<file path="src/dctc_pkg.sv">
// ----------------------------------------------------------------------------
// dctc_pkg: shared types and constants of the dual cue toggle controller
// Field widths, configuration register indexes, reset values, item and
// result structs, and the wrapping elapsed-time compare.
// ----------------------------------------------------------------------------
`default_nettype none

package dctc_pkg;

	localparam int unsigned TIME_W    = 32;
	localparam int unsigned SEQ_W     = 32;
	localparam int unsigned MS_W      = 16;
	localparam int unsigned CUES      = 2;
	localparam int unsigned CFG_IDX_W = 3;

	// Item function codes
	localparam logic [1:0] FUNC_POLL   = 2'd0;
	localparam logic [1:0] FUNC_REMOTE = 2'd1;
	localparam logic [1:0] FUNC_LOCAL  = 2'd2;

	// Configuration register indexes
	localparam logic [CFG_IDX_W-1:0] REG_LOCKOUT      = 3'd0;
	localparam logic [CFG_IDX_W-1:0] REG_RELEASE_ARM  = 3'd1;
	localparam logic [CFG_IDX_W-1:0] REG_POWER_OFF    = 3'd2;
	localparam logic [CFG_IDX_W-1:0] REG_LOCAL_MASK   = 3'd3;
	localparam logic [CFG_IDX_W-1:0] REG_PRIMARY_SEL  = 3'd4;

	// Configuration reset values
	localparam logic [MS_W-1:0] LOCKOUT_RST   = 16'd250;
	localparam logic [MS_W-1:0] ARM_RST       = 16'd50;
	localparam logic [MS_W-1:0] POWER_OFF_RST = 16'd3000;
	localparam logic [1:0]      MASK_RST      = 2'b11;
	localparam logic [1:0]      PSEL_RST      = 2'd0;

	// Primary selection codes and the mask that moves the status lamp to cue 2
	localparam logic [1:0] PSEL_CUE_ONE      = 2'd1;
	localparam logic [1:0] PSEL_CUE_TWO      = 2'd2;
	localparam logic [1:0] MASK_CUE_TWO_ONLY = 2'b10;

	typedef struct packed {
		logic [MS_W-1:0] lockout_ms;
		logic [MS_W-1:0] release_arm_ms;
		logic [MS_W-1:0] poweroff_hold;
		logic [1:0]      local_cue_mask;
		logic [1:0]      primary_cue_select;
	} cfg_t;

	typedef struct packed {
		logic [1:0]        func;
		logic [TIME_W-1:0] now_ms;
		logic [CUES-1:0]   button_low;   // bit0 cue 1, bit1 cue 2
		logic              primary_low;
		logic [CUES-1:0]   edge_mask;
		logic              cue_index;
		logic              new_state;
		logic [SEQ_W-1:0]  remote_seq;
		logic              sync_request;
	} item_t;

	typedef struct packed {
		logic [CUES-1:0]              cue_state;
		logic [CUES-1:0][SEQ_W-1:0]   cue_seq;
		logic [CUES-1:0][TIME_W-1:0]  changed_at;
		logic                         status_led;
		logic [CUES-1:0]              changed_mask;
		logic                         notify_peers;
		logic                         power_off_request;
	} result_t;

	// True when now - start, modulo 2^32, has reached limit
	function automatic logic elapsed_ge(
		input logic [TIME_W-1:0] now,
		input logic [TIME_W-1:0] start,
		input logic [MS_W-1:0]   limit
	);
		logic [TIME_W-1:0] diff;
		diff = now - start;
		return diff >= {{(TIME_W-MS_W){1'b0}}, limit};
	endfunction

endpackage

`default_nettype wire

</file>
<file path="src/dctc_cfg_regs.sv">
// ----------------------------------------------------------------------------
// dctc_cfg_regs: configuration register file
// Five registers written through a valid/ready channel; always ready.
// ----------------------------------------------------------------------------
`default_nettype none

module dctc_cfg_regs
	import dctc_pkg::*;
(
	input  wire logic                 clk,
	input  wire logic                 arst_n,
	input  wire logic                 cfg_valid,
	output logic                      cfg_ready,
	input  wire logic [CFG_IDX_W-1:0] cfg_index,
	input  wire logic [MS_W-1:0]      cfg_data,
	output cfg_t                      cfg
);

	cfg_t cfg_q;

	assign cfg_ready = 1'b1;
	assign cfg       = cfg_q;

	always_ff @(posedge clk or negedge arst_n) begin
		if (!arst_n) begin
			cfg_q.lockout_ms         <= LOCKOUT_RST;
			cfg_q.release_arm_ms     <= ARM_RST;
			cfg_q.poweroff_hold      <= POWER_OFF_RST;
			cfg_q.local_cue_mask     <= MASK_RST;
			cfg_q.primary_cue_select <= PSEL_RST;
		end else if (cfg_valid && cfg_ready) begin
			case (cfg_index)
				REG_LOCKOUT: begin
					cfg_q.lockout_ms <= cfg_data;
				end
				REG_RELEASE_ARM: begin
					cfg_q.release_arm_ms <= cfg_data;
				end
				REG_POWER_OFF: begin
					cfg_q.poweroff_hold <= cfg_data;
				end
				REG_LOCAL_MASK: begin
					cfg_q.local_cue_mask <= cfg_data[1:0];
				end
				REG_PRIMARY_SEL: begin
					cfg_q.primary_cue_select <= cfg_data[1:0];
				end
				default: begin
				end
			endcase
		end
	end

endmodule

`default_nettype wire

</file>
<file path="src/dctc_engine.sv">
// ----------------------------------------------------------------------------
// dctc_engine: cue state and single-pass item update
// Holds the per-cue and primary-button state, works out the next state and
// the result for the item in the input register, and commits on advance.
// ----------------------------------------------------------------------------
`default_nettype none

module dctc_engine
	import dctc_pkg::*;
(
	input  wire logic  clk,
	input  wire logic  arst_n,
	input  wire logic  advance,
	input  item_t      item,
	input  cfg_t       cfg,
	output result_t    result
);

	// Per-cue state
	logic [CUES-1:0]             color_q,     color_n;
	logic [CUES-1:0][SEQ_W-1:0]  seq_q,       seq_n;
	logic [CUES-1:0][TIME_W-1:0] change_q,    change_n;
	logic [CUES-1:0]             armed_q,     armed_n;
	logic [CUES-1:0]             prev_q,      prev_n;
	logic [CUES-1:0][TIME_W-1:0] rel_start_q, rel_start_n;
	logic [CUES-1:0]             rel_valid_q, rel_valid_n;
	logic [CUES-1:0][TIME_W-1:0] accept_q,    accept_n;

	// Primary button state
	logic              ignore_q,      ignore_n;
	logic [TIME_W-1:0] hold_start_q,  hold_start_n;
	logic              hold_active_q, hold_active_n;
	logic              long_done_q,   long_done_n;

	logic [CUES-1:0] prim_hit;
	logic [CUES-1:0] lock_ok;
	logic [CUES-1:0] rel_ok;
	logic [CUES-1:0] tgl;
	logic [CUES-1:0] chg;
	logic            has_primary;
	logic            held_arm;
	logic            held_poff;
	logic            notify;
	logic            poff;

	always_comb begin
		color_n       = color_q;
		seq_n         = seq_q;
		change_n      = change_q;
		armed_n       = armed_q;
		prev_n        = prev_q;
		rel_start_n   = rel_start_q;
		rel_valid_n   = rel_valid_q;
		accept_n      = accept_q;
		ignore_n      = ignore_q;
		hold_start_n  = hold_start_q;
		hold_active_n = hold_active_q;
		long_done_n   = long_done_q;
		tgl           = '0;
		chg           = '0;
		notify        = 1'b0;
		poff          = 1'b0;

		prim_hit[0] = (cfg.primary_cue_select == PSEL_CUE_ONE);
		prim_hit[1] = (cfg.primary_cue_select == PSEL_CUE_TWO);
		has_primary = |prim_hit;
		held_arm    = elapsed_ge(item.now_ms, hold_start_q, cfg.release_arm_ms);
		held_poff   = elapsed_ge(item.now_ms, hold_start_q, cfg.poweroff_hold);
		for (int c = 0; c < CUES; c++) begin
			lock_ok[c] = elapsed_ge(item.now_ms, accept_q[c], cfg.lockout_ms);
			rel_ok[c]  = elapsed_ge(item.now_ms, rel_start_q[c], cfg.release_arm_ms);
		end

		case (item.func)
			FUNC_POLL: begin
				// Primary button: ignore until first release, tap on release, long hold
				if (has_primary) begin
					if (ignore_q) begin
						if (!item.primary_low) begin
							ignore_n      = 1'b0;
							hold_active_n = 1'b0;
							long_done_n   = 1'b0;
						end
					end else if (item.primary_low) begin
						if (!hold_active_q) begin
							hold_start_n  = item.now_ms;
							hold_active_n = 1'b1;
						end else if (!long_done_q && held_poff) begin
							long_done_n = 1'b1;
							poff        = 1'b1;
						end
					end else begin
						for (int c = 0; c < CUES; c++) begin
							if (prim_hit[c] && cfg.local_cue_mask[c] && hold_active_q &&
							    !long_done_q && held_arm && lock_ok[c]) begin
								tgl[c] = 1'b1;
							end
						end
						hold_active_n = 1'b0;
						long_done_n   = 1'b0;
					end
				end

				// Header buttons: re-arm after release, toggle on armed edge
				for (int c = 0; c < CUES; c++) begin
					if (cfg.local_cue_mask[c] && !prim_hit[c]) begin
						if (item.button_low[c]) begin
							rel_valid_n[c] = 1'b0;
						end else if (prev_q[c]) begin
							rel_start_n[c] = item.now_ms;
							rel_valid_n[c] = 1'b1;
						end else if (rel_valid_q[c] && rel_ok[c]) begin
							armed_n[c]     = 1'b1;
							rel_valid_n[c] = 1'b0;
						end
						prev_n[c] = item.button_low[c];
						if (item.edge_mask[c] && armed_n[c] && item.button_low[c] &&
						    lock_ok[c]) begin
							armed_n[c] = 1'b0;
							tgl[c]     = 1'b1;
						end
					end
				end

				for (int c = 0; c < CUES; c++) begin
					if (tgl[c]) begin
						color_n[c]  = ~color_q[c];
						change_n[c] = item.now_ms;
						seq_n[c]    = seq_q[c] + {{(SEQ_W-1){1'b0}}, 1'b1};
						accept_n[c] = item.now_ms;
						chg[c]      = 1'b1;
						notify      = 1'b1;
					end
				end
			end
			FUNC_REMOTE: begin
				for (int c = 0; c < CUES; c++) begin
					if (item.cue_index == 1'(c)) begin
						if (color_q[c] != item.new_state) begin
							change_n[c] = item.now_ms;
							chg[c]      = 1'b1;
						end
						color_n[c] = item.new_state;
						seq_n[c]   = item.remote_seq;
					end
				end
			end
			FUNC_LOCAL: begin
				for (int c = 0; c < CUES; c++) begin
					if (item.cue_index == 1'(c) && color_q[c] != item.new_state) begin
						change_n[c] = item.now_ms;
						color_n[c]  = item.new_state;
						chg[c]      = 1'b1;
						if (item.sync_request) begin
							seq_n[c] = seq_q[c] + {{(SEQ_W-1){1'b0}}, 1'b1};
							notify   = 1'b1;
						end
					end
				end
			end
			default: begin
			end
		endcase

		result.cue_state         = color_n;
		result.cue_seq           = seq_n;
		result.changed_at        = change_n;
		result.status_led        = (cfg.local_cue_mask == MASK_CUE_TWO_ONLY) ?
		                           color_n[1] : color_n[0];
		result.changed_mask      = chg;
		result.notify_peers      = notify;
		result.power_off_request = poff;
	end

	always_ff @(posedge clk or negedge arst_n) begin
		if (!arst_n) begin
			color_q       <= '0;
			seq_q         <= '0;
			change_q      <= '0;
			armed_q       <= '1;
			prev_q        <= '0;
			rel_start_q   <= '0;
			rel_valid_q   <= '0;
			accept_q      <= '0;
			ignore_q      <= 1'b1;
			hold_start_q  <= '0;
			hold_active_q <= 1'b0;
			long_done_q   <= 1'b0;
		end else if (advance) begin
			color_q       <= color_n;
			seq_q         <= seq_n;
			change_q      <= change_n;
			armed_q       <= armed_n;
			prev_q        <= prev_n;
			rel_start_q   <= rel_start_n;
			rel_valid_q   <= rel_valid_n;
			accept_q      <= accept_n;
			ignore_q      <= ignore_n;
			hold_start_q  <= hold_start_n;
			hold_active_q <= hold_active_n;
			long_done_q   <= long_done_n;
		end
	end

endmodule

`default_nettype wire

</file>
<file path="src/dual_cue_button_toggle_controller_core.sv">
// ----------------------------------------------------------------------------
// dual_cue_button_toggle_controller_core: dual cue toggle controller
// Two red/green cues driven by debounced header buttons, a primary button
// with tap and long-hold power-off, and remote and local set items.
// ----------------------------------------------------------------------------
//
//  Channel   Handshake               Direction  Payload
//  -------   ---------------------   ---------  ---------------------------------
//  in        in_valid / in_stall     input      func, now_ms, buttons, edges, set
//  out       out_valid / out_stall   output     cue states, seqs, times, flags
//  cfg       cfg_valid / cfg_ready   input      cfg_index, cfg_data
//
//  One item per cycle sustained while the output does not stall; each input
//  transaction passes the input register, then the result register, with the
//  state update logic sitting between the two registers.
//  Reset clears both stage valids, loads the configuration defaults and puts
//  every cue back to red, sequence zero, armed, with the primary ignored.
//  A stalled result holds; the input register keeps taking transactions as
//  long as it is empty, or the result register is empty or draining in that cycle.
//  The configuration port is always ready.
// ----------------------------------------------------------------------------
`default_nettype none

module dual_cue_button_toggle_controller_core
	import dctc_pkg::*;
(
	input  wire logic                 clk,
	input  wire logic                 arst_n,

	// Input channel
	input  wire logic                 in_valid,
	output logic                      in_stall,
	input  wire logic [1:0]           func,
	input  wire logic [TIME_W-1:0]    now_ms,
	input  wire logic                 button_one_low,
	input  wire logic                 button_two_low,
	input  wire logic                 primary_low,
	input  wire logic [1:0]           edge_mask,
	input  wire logic                 cue_index,
	input  wire logic                 new_state,
	input  wire logic [SEQ_W-1:0]     remote_seq,
	input  wire logic                 sync_request,

	// Result channel
	output logic                      out_valid,
	input  wire logic                 out_stall,
	output logic                      cue_one_state,
	output logic                      cue_two_state,
	output logic [SEQ_W-1:0]          cue_one_seq,
	output logic [SEQ_W-1:0]          cue_two_seq,
	output logic [TIME_W-1:0]         cue_one_changed_at,
	output logic [TIME_W-1:0]         cue_two_changed_at,
	output logic                      status_led,
	output logic [1:0]                changed_mask,
	output logic                      notify_peers,
	output logic                      power_off_request,

	// Configuration write channel
	input  wire logic                 cfg_valid,
	output logic                      cfg_ready,
	input  wire logic [CFG_IDX_W-1:0] cfg_index,
	input  wire logic [MS_W-1:0]      cfg_data
);

	cfg_t    cfg;
	item_t   item_s1;
	logic    valid_s1;
	result_t res_next;
	result_t res_s2;
	logic    valid_s2;

	logic    in_accept;
	logic    s2_free;
	logic    advance;

	// The result register can take a new result when it is empty or its
	// current result leaves this cycle.
	assign s2_free   = !valid_s2 || !out_stall;
	// Move the held item through the update logic into the result register.
	assign advance   = valid_s1 && s2_free;
	// Stall the input only when the input register is full and cannot drain.
	assign in_stall  = valid_s1 && !s2_free;
	assign in_accept = in_valid && !in_stall;

	dctc_cfg_regs u_cfg_regs (
		.clk       (clk),
		.arst_n    (arst_n),
		.cfg_valid (cfg_valid),
		.cfg_ready (cfg_ready),
		.cfg_index (cfg_index),
		.cfg_data  (cfg_data),
		.cfg       (cfg)
	);

	// Input register: capture the transaction, drop valid once it advances.
	always_ff @(posedge clk or negedge arst_n) begin
		if (!arst_n) begin
			valid_s1 <= 1'b0;
		end else if (in_accept) begin
			valid_s1 <= 1'b1;
		end else if (advance) begin
			valid_s1 <= 1'b0;
		end
	end

	always_ff @(posedge clk) begin
		if (in_accept) begin
			item_s1.func         <= func;
			item_s1.now_ms       <= now_ms;
			item_s1.button_low   <= {button_two_low, button_one_low};
			item_s1.primary_low  <= primary_low;
			item_s1.edge_mask    <= edge_mask;
			item_s1.cue_index    <= cue_index;
			item_s1.new_state    <= new_state;
			item_s1.remote_seq   <= remote_seq;
			item_s1.sync_request <= sync_request;
		end
	end

	// State update: commits on advance, so the next item sees the new state.
	dctc_engine u_engine (
		.clk     (clk),
		.arst_n  (arst_n),
		.advance (advance),
		.item    (item_s1),
		.cfg     (cfg),
		.result  (res_next)
	);

	// Result register: load on advance, hold while stalled.
	always_ff @(posedge clk or negedge arst_n) begin
		if (!arst_n) begin
			valid_s2 <= 1'b0;
		end else begin
			valid_s2 <= advance || (valid_s2 && out_stall);
		end
	end

	always_ff @(posedge clk) begin
		if (advance) begin
			res_s2 <= res_next;
		end
	end

	assign out_valid          = valid_s2;
	assign cue_one_state      = res_s2.cue_state[0];
	assign cue_two_state      = res_s2.cue_state[1];
	assign cue_one_seq        = res_s2.cue_seq[0];
	assign cue_two_seq        = res_s2.cue_seq[1];
	assign cue_one_changed_at = res_s2.changed_at[0];
	assign cue_two_changed_at = res_s2.changed_at[1];
	assign status_led         = res_s2.status_led;
	assign changed_mask       = res_s2.changed_mask;
	assign notify_peers       = res_s2.notify_peers;
	assign power_off_request  = res_s2.power_off_request;

endmodule

`default_nettype wire

</file>
<file path="config.mk">
export PLATFORM = sky130hd
export DESIGN_NAME = dual_cue_button_toggle_controller_core
export DESIGN_NICKNAME = d
export VERILOG_FILES = /design/src/dctc_pkg.sv /design/src/dctc_cfg_regs.sv /design/src/dctc_engine.sv /design/src/dual_cue_button_toggle_controller_core.sv
export SDC_FILE = /design/constraint.sdc
export NUM_CORES = 2
export LEC_CHECK = 0
export BUFFER_PORTS_ARGS = -buffer_cell sky130_fd_sc_hd__buf_2
export CAP_MARGIN = 40
export CORE_ASPECT_RATIO = 0.9
export CORE_MARGIN = 4
export CORE_UTILIZATION = 25
export CTS_CLUSTER_SIZE = 28
export DETAILED_ROUTE_END_ITERATION = 8
export HOLD_SLACK_MARGIN = 0.06
export PLACE_DENSITY = 0.38
export SETUP_SLACK_MARGIN = 0.5
export SLEW_MARGIN = 20
export SYNTH_ARGS = -nofsm -noshare
export SYNTH_HDL_FRONTEND = slang
export SYNTH_HIERARCHICAL = 1
export SYNTH_SLANG_ARGS = --single-unit
</file>
<file path="constraint.sdc">
create_clock -name clk -period 14.6 [get_ports clk]
set_clock_uncertainty 0.1 [all_clocks]
set_input_delay 0 -clock clk [delete_from_list [all_inputs] [get_ports clk]]
set_output_delay 0 -clock clk [all_outputs]
set_load 0.05 [all_outputs]
</file>
==> reports/qor.yml <==
status: "finished, final reports clean"
rsz0062_at_grt: "false"
core.rowCount: 137
setup_violations: 0
drt_pre_antenna_iters: 5
worstHoldPathType: "input pin to flip-flop"
clk_pin_slew_worst_paths_ns: 0.06
io_buffers: 234
worstMarginPinSlew_ns: 0.915
drv_cap: 0
r2r_start: "item_s1[44]$_DFFE_PP_"
critPathLaunchType: "flip-flop"
seq_area_frac_synth: 0.387
die_y_um: 383
syn_inst: 4218
ir_drop_mv: 0.0775
postCtsSetupBuffers: 0
slew_headroom: 0.382
p_per_area_mw_per_mm2: 151
drive_gt1_frac: 0.172
yosys_warnings: 6
start_util: 0.252
synthesis.area_mm2: 0.0391
ys_async_sr_fraction: 0.628
die_w_um: 425
antenna_left: 0
dieArea_mm2: 0.163
cp-startpoint: "item_s1[44]$_DFFE_PP_"
synth.net_count: 4576
place_congestion: 0.860
grt_overflow: 0
fill_cells: 16500
worstSetupPathType: "flip-flop to flip-flop"
htreeDepth: 3
insertion_delay_ns: 0.68
viasPerCell: 5.07
syn_avg_cell_area_um2: 9.28
drtIter0Drc: 2425
grt_pass1_vias: 33900
cts_tree: "yes"
track_usage: 0.184
p_leak_nw: 19.2
yosysUniqueCellTypes: 102
ios: 236
synth_edf_count: 209
finalHoldViolCount: 0
synth_seq_cells: 562
dp_hpwl_um: 111000
fin_util: 0.303
cts_root_buf: "clkbuf_16"
worstPathArrival_ns: 7.98
cp_max_fo: 33
cts_sinks: 562
fin_crit_sh: 0.524
critical_path_required_ns: 14.92
drc: 0
grt_max_degree: 132
setup_ws_ns: 6.95
cpMaxStageDelayCell: "edfxtp_1"
final.setup.tns_ns: 0
fmax_ghz: 0.131
critPathMaxStageDelay_ns: 0.66
nNetsFinal: 4926
place_area_mm2: 0.0426
path_cells: "ha_1 -> a21oi_1 -> and2_1 -> a2111oi_0 -> or2_1 -> xor2_1 -> ha_1 -> a211oi_1 -> nor2_1 -> nor3_1 -> o21ai_0 -> or4_1 -> a2111oi_0 -> nand4bb_1 -> nor4_2 -> a21oi_1 -> nor2_4 -> nor2_1 -> o31a_2 -> buf_4 -> mux2_4"
design_area_mm2: 0.0471
area_growth_pct: 20.4
cts_inserted_buffers: 73
min_from: "cfg_data[1]"
preCtsSetupSlack_ns: 6.92
wirelength_um: 153000
clockBufferDepth: 3
core-area_mm2: 0.155
maxSlewViolCount: 0
synth_flop_cell: "dfrtp_1"
critical_path.endpoint_type: "flip-flop"
num_vias: 34100
min_period_ns: 7.65
whs_ns: 0.123
post_drt_wl_per_cell_um: 22.8
antenna_found_initial: 7
grt_pass1_wl_um: 227000
-- cells by family after synthesis --
| family | count (synthesis) | synth area share |
|---|---|---|
| other cells | 1 | 0.0000958 |
| mux | 335 | 0.101 |
| fa+ha+maj | 260 | 0.0841 |
| compound gates | 1242 | 0.199 |
| buf+inv | 513 | 0.0541 |
| simple gates | 1183 | 0.147 |
| xor+xnor | 122 | 0.0273 |
| flops | 562 | 0.387 |
-- cells in the mapped netlist, types with 22 or more instances --
master    instances  area, µm²
a211oi_1         54        405
a21o_1           69        518
a21oi_1         379       1900
a31oi_1          61        382
and2_1           44        275
and3_1           37        231
buf_2            22        110
clkbuf_1        183        687
dfrtp_1         332       8310
edfxtp_1        209       6280
ha_1            255       3190
inv_1           261        980
mux2_1           29        327
mux2_2          221       2490
mux2_4           59        886
mux2i_1          26        260
nand2_1         369       1390
nand2b_1         51        319
nand3_1          72        360
nand4_1          77        482
nor2_1          286       1070
nor2b_1          28        175
nor3_1           90        450
nor4_1           26        163
o211ai_1         36        270
o21a_1           38        285
o21ai_0         305       1530
o221ai_1         31        272
o22ai_1          38        238
o31ai_1          23        173
xnor2_1          70        613
xor2_1           52        455
-- final timing paths --
check	endpoint	slack, ns	depth (start not counted)
worst max-delay path	cue_two_changed_at[29]$_DFFE_PP_	6.95	21
worst min-delay path	u_cfg_regs/cfg[3]$_DFFE_PN1P_	0.12	3
worst max register to register	cue_two_changed_at[29]$_DFFE_PP_	6.95	21
worst min register to register	u_engine/armed_q[1]$_DFFE_PN1P_	0.36	1
max in group asynchronous	u_engine/seq_q[3]$_DFFE_PN0P_	12.65	5
min in group asynchronous	u_engine/rel_start_q[13]$_DFFE_PN0P_	0.35	4
-- layer usage --
layer,GRT usage,part of all wire,routed length [µm],vias up
li1,-,-,-,16300
met1,0.233,0.44,67000,16900
met2,0.325,0.50,76300,740
met3,0.0229,0.036,5510,167
met4,0.0548,0.030,4530,0
met5,0,0,0,-
-- what timing repair did --
item / in CTS / in global routing
endpoints found under the setup margin: 0 / 0
resized for setup: 0 / 0
hold buffers: 196 / 0
hold endpoints to repair: 281 / 0
-- stage by stage --
step	power (mW)	instances
after detailed placement	5.25	6379
final	7.11	6715
after CTS	7.22	6710
after global routing	7.63	6713
after floorplan	4.39	4218
after global placement	5.23	6364
-- area by class of cell --
cell class | instances | area (µm²) | share of cell area
diodes | 2 | 5.00 | 0.000106
clock buffers | 92 | 1990 | 0.0423
clock inverters | 43 | 452 | 0.00959
inverters | 263 | 987 | 0.0210
multi-input cells | 3143 | 21900 | 0.465
flip-flops and latches | 562 | 15100 | 0.321
well taps | 2085 | 2610 | 0.0554
repair buffers | 525 | 4020 | 0.0853
-- layout by cell type, fill, tap and decap left out, types with 37 or more instances in the layout --
cell           count
nand2b_1          50
xnor2_1           70
and2_1            43
inv_1            261
a21o_1            69
xor2_1            52
dlygate4sd3_1    195
nor2_1           282
buf_4             78
and3_1            37
o21ai_0          305
a211oi_1          54
clkbuf_16         75
mux2_2           221
a31oi_1           61
ha_1             255
o21a_1            38
nor3_1            90
mux2_4            59
nand2_1          369
buf_2            236
nand3_1           72
a21oi_1          379
o22ai_1           38
edfxtp_1         209
dfrtp_1          332
nand4_1           77
-- report_power, final --
part           switching (mW)  total [mW]  internal [mW]  leakage (nW)
Combinational            1.80        2.96           1.16          11.5
Clock                   0.769        1.87           1.10          1.20
Sequential              0.271        2.29           2.02          6.47
Total                    2.84        7.11           4.27          19.2
-- registers in the layout, indices dropped and copies added (netlist names), 2 cells and up --
register,count
changed_mask,2
cue_one_changed_at,32
cue_one_seq,32
cue_two_changed_at,32
cue_two_seq,32
item_s1,74
u_cfg_regs/cfg,52
u_engine/accept_q,64
u_engine/armed_q,2
u_engine/change_q,64
u_engine/color_q,2
u_engine/hold_start_q,32
u_engine/prev_q,2
u_engine/rel_start_q,64
u_engine/rel_valid_q,2
u_engine/seq_q,64
-- worst max-delay path, delay by kind of cell, from the launching register on --
| family | cells | cell delay [ns] |
|---|---|---|
| flip-flops | 1 | 0.66 |
| AO/OA/AOI/OAI | 7 | 2.17 |
| XOR/XNOR | 1 | 0.22 |
| multiplexers | 1 | 0.37 |
| AND/OR/NAND/NOR | 9 | 2.68 |
| adder cells (fa/ha/maj) | 2 | 0.83 |
| buffers and inverters | 1 | 0.32 |
Power figures use the tool's default switching activity.
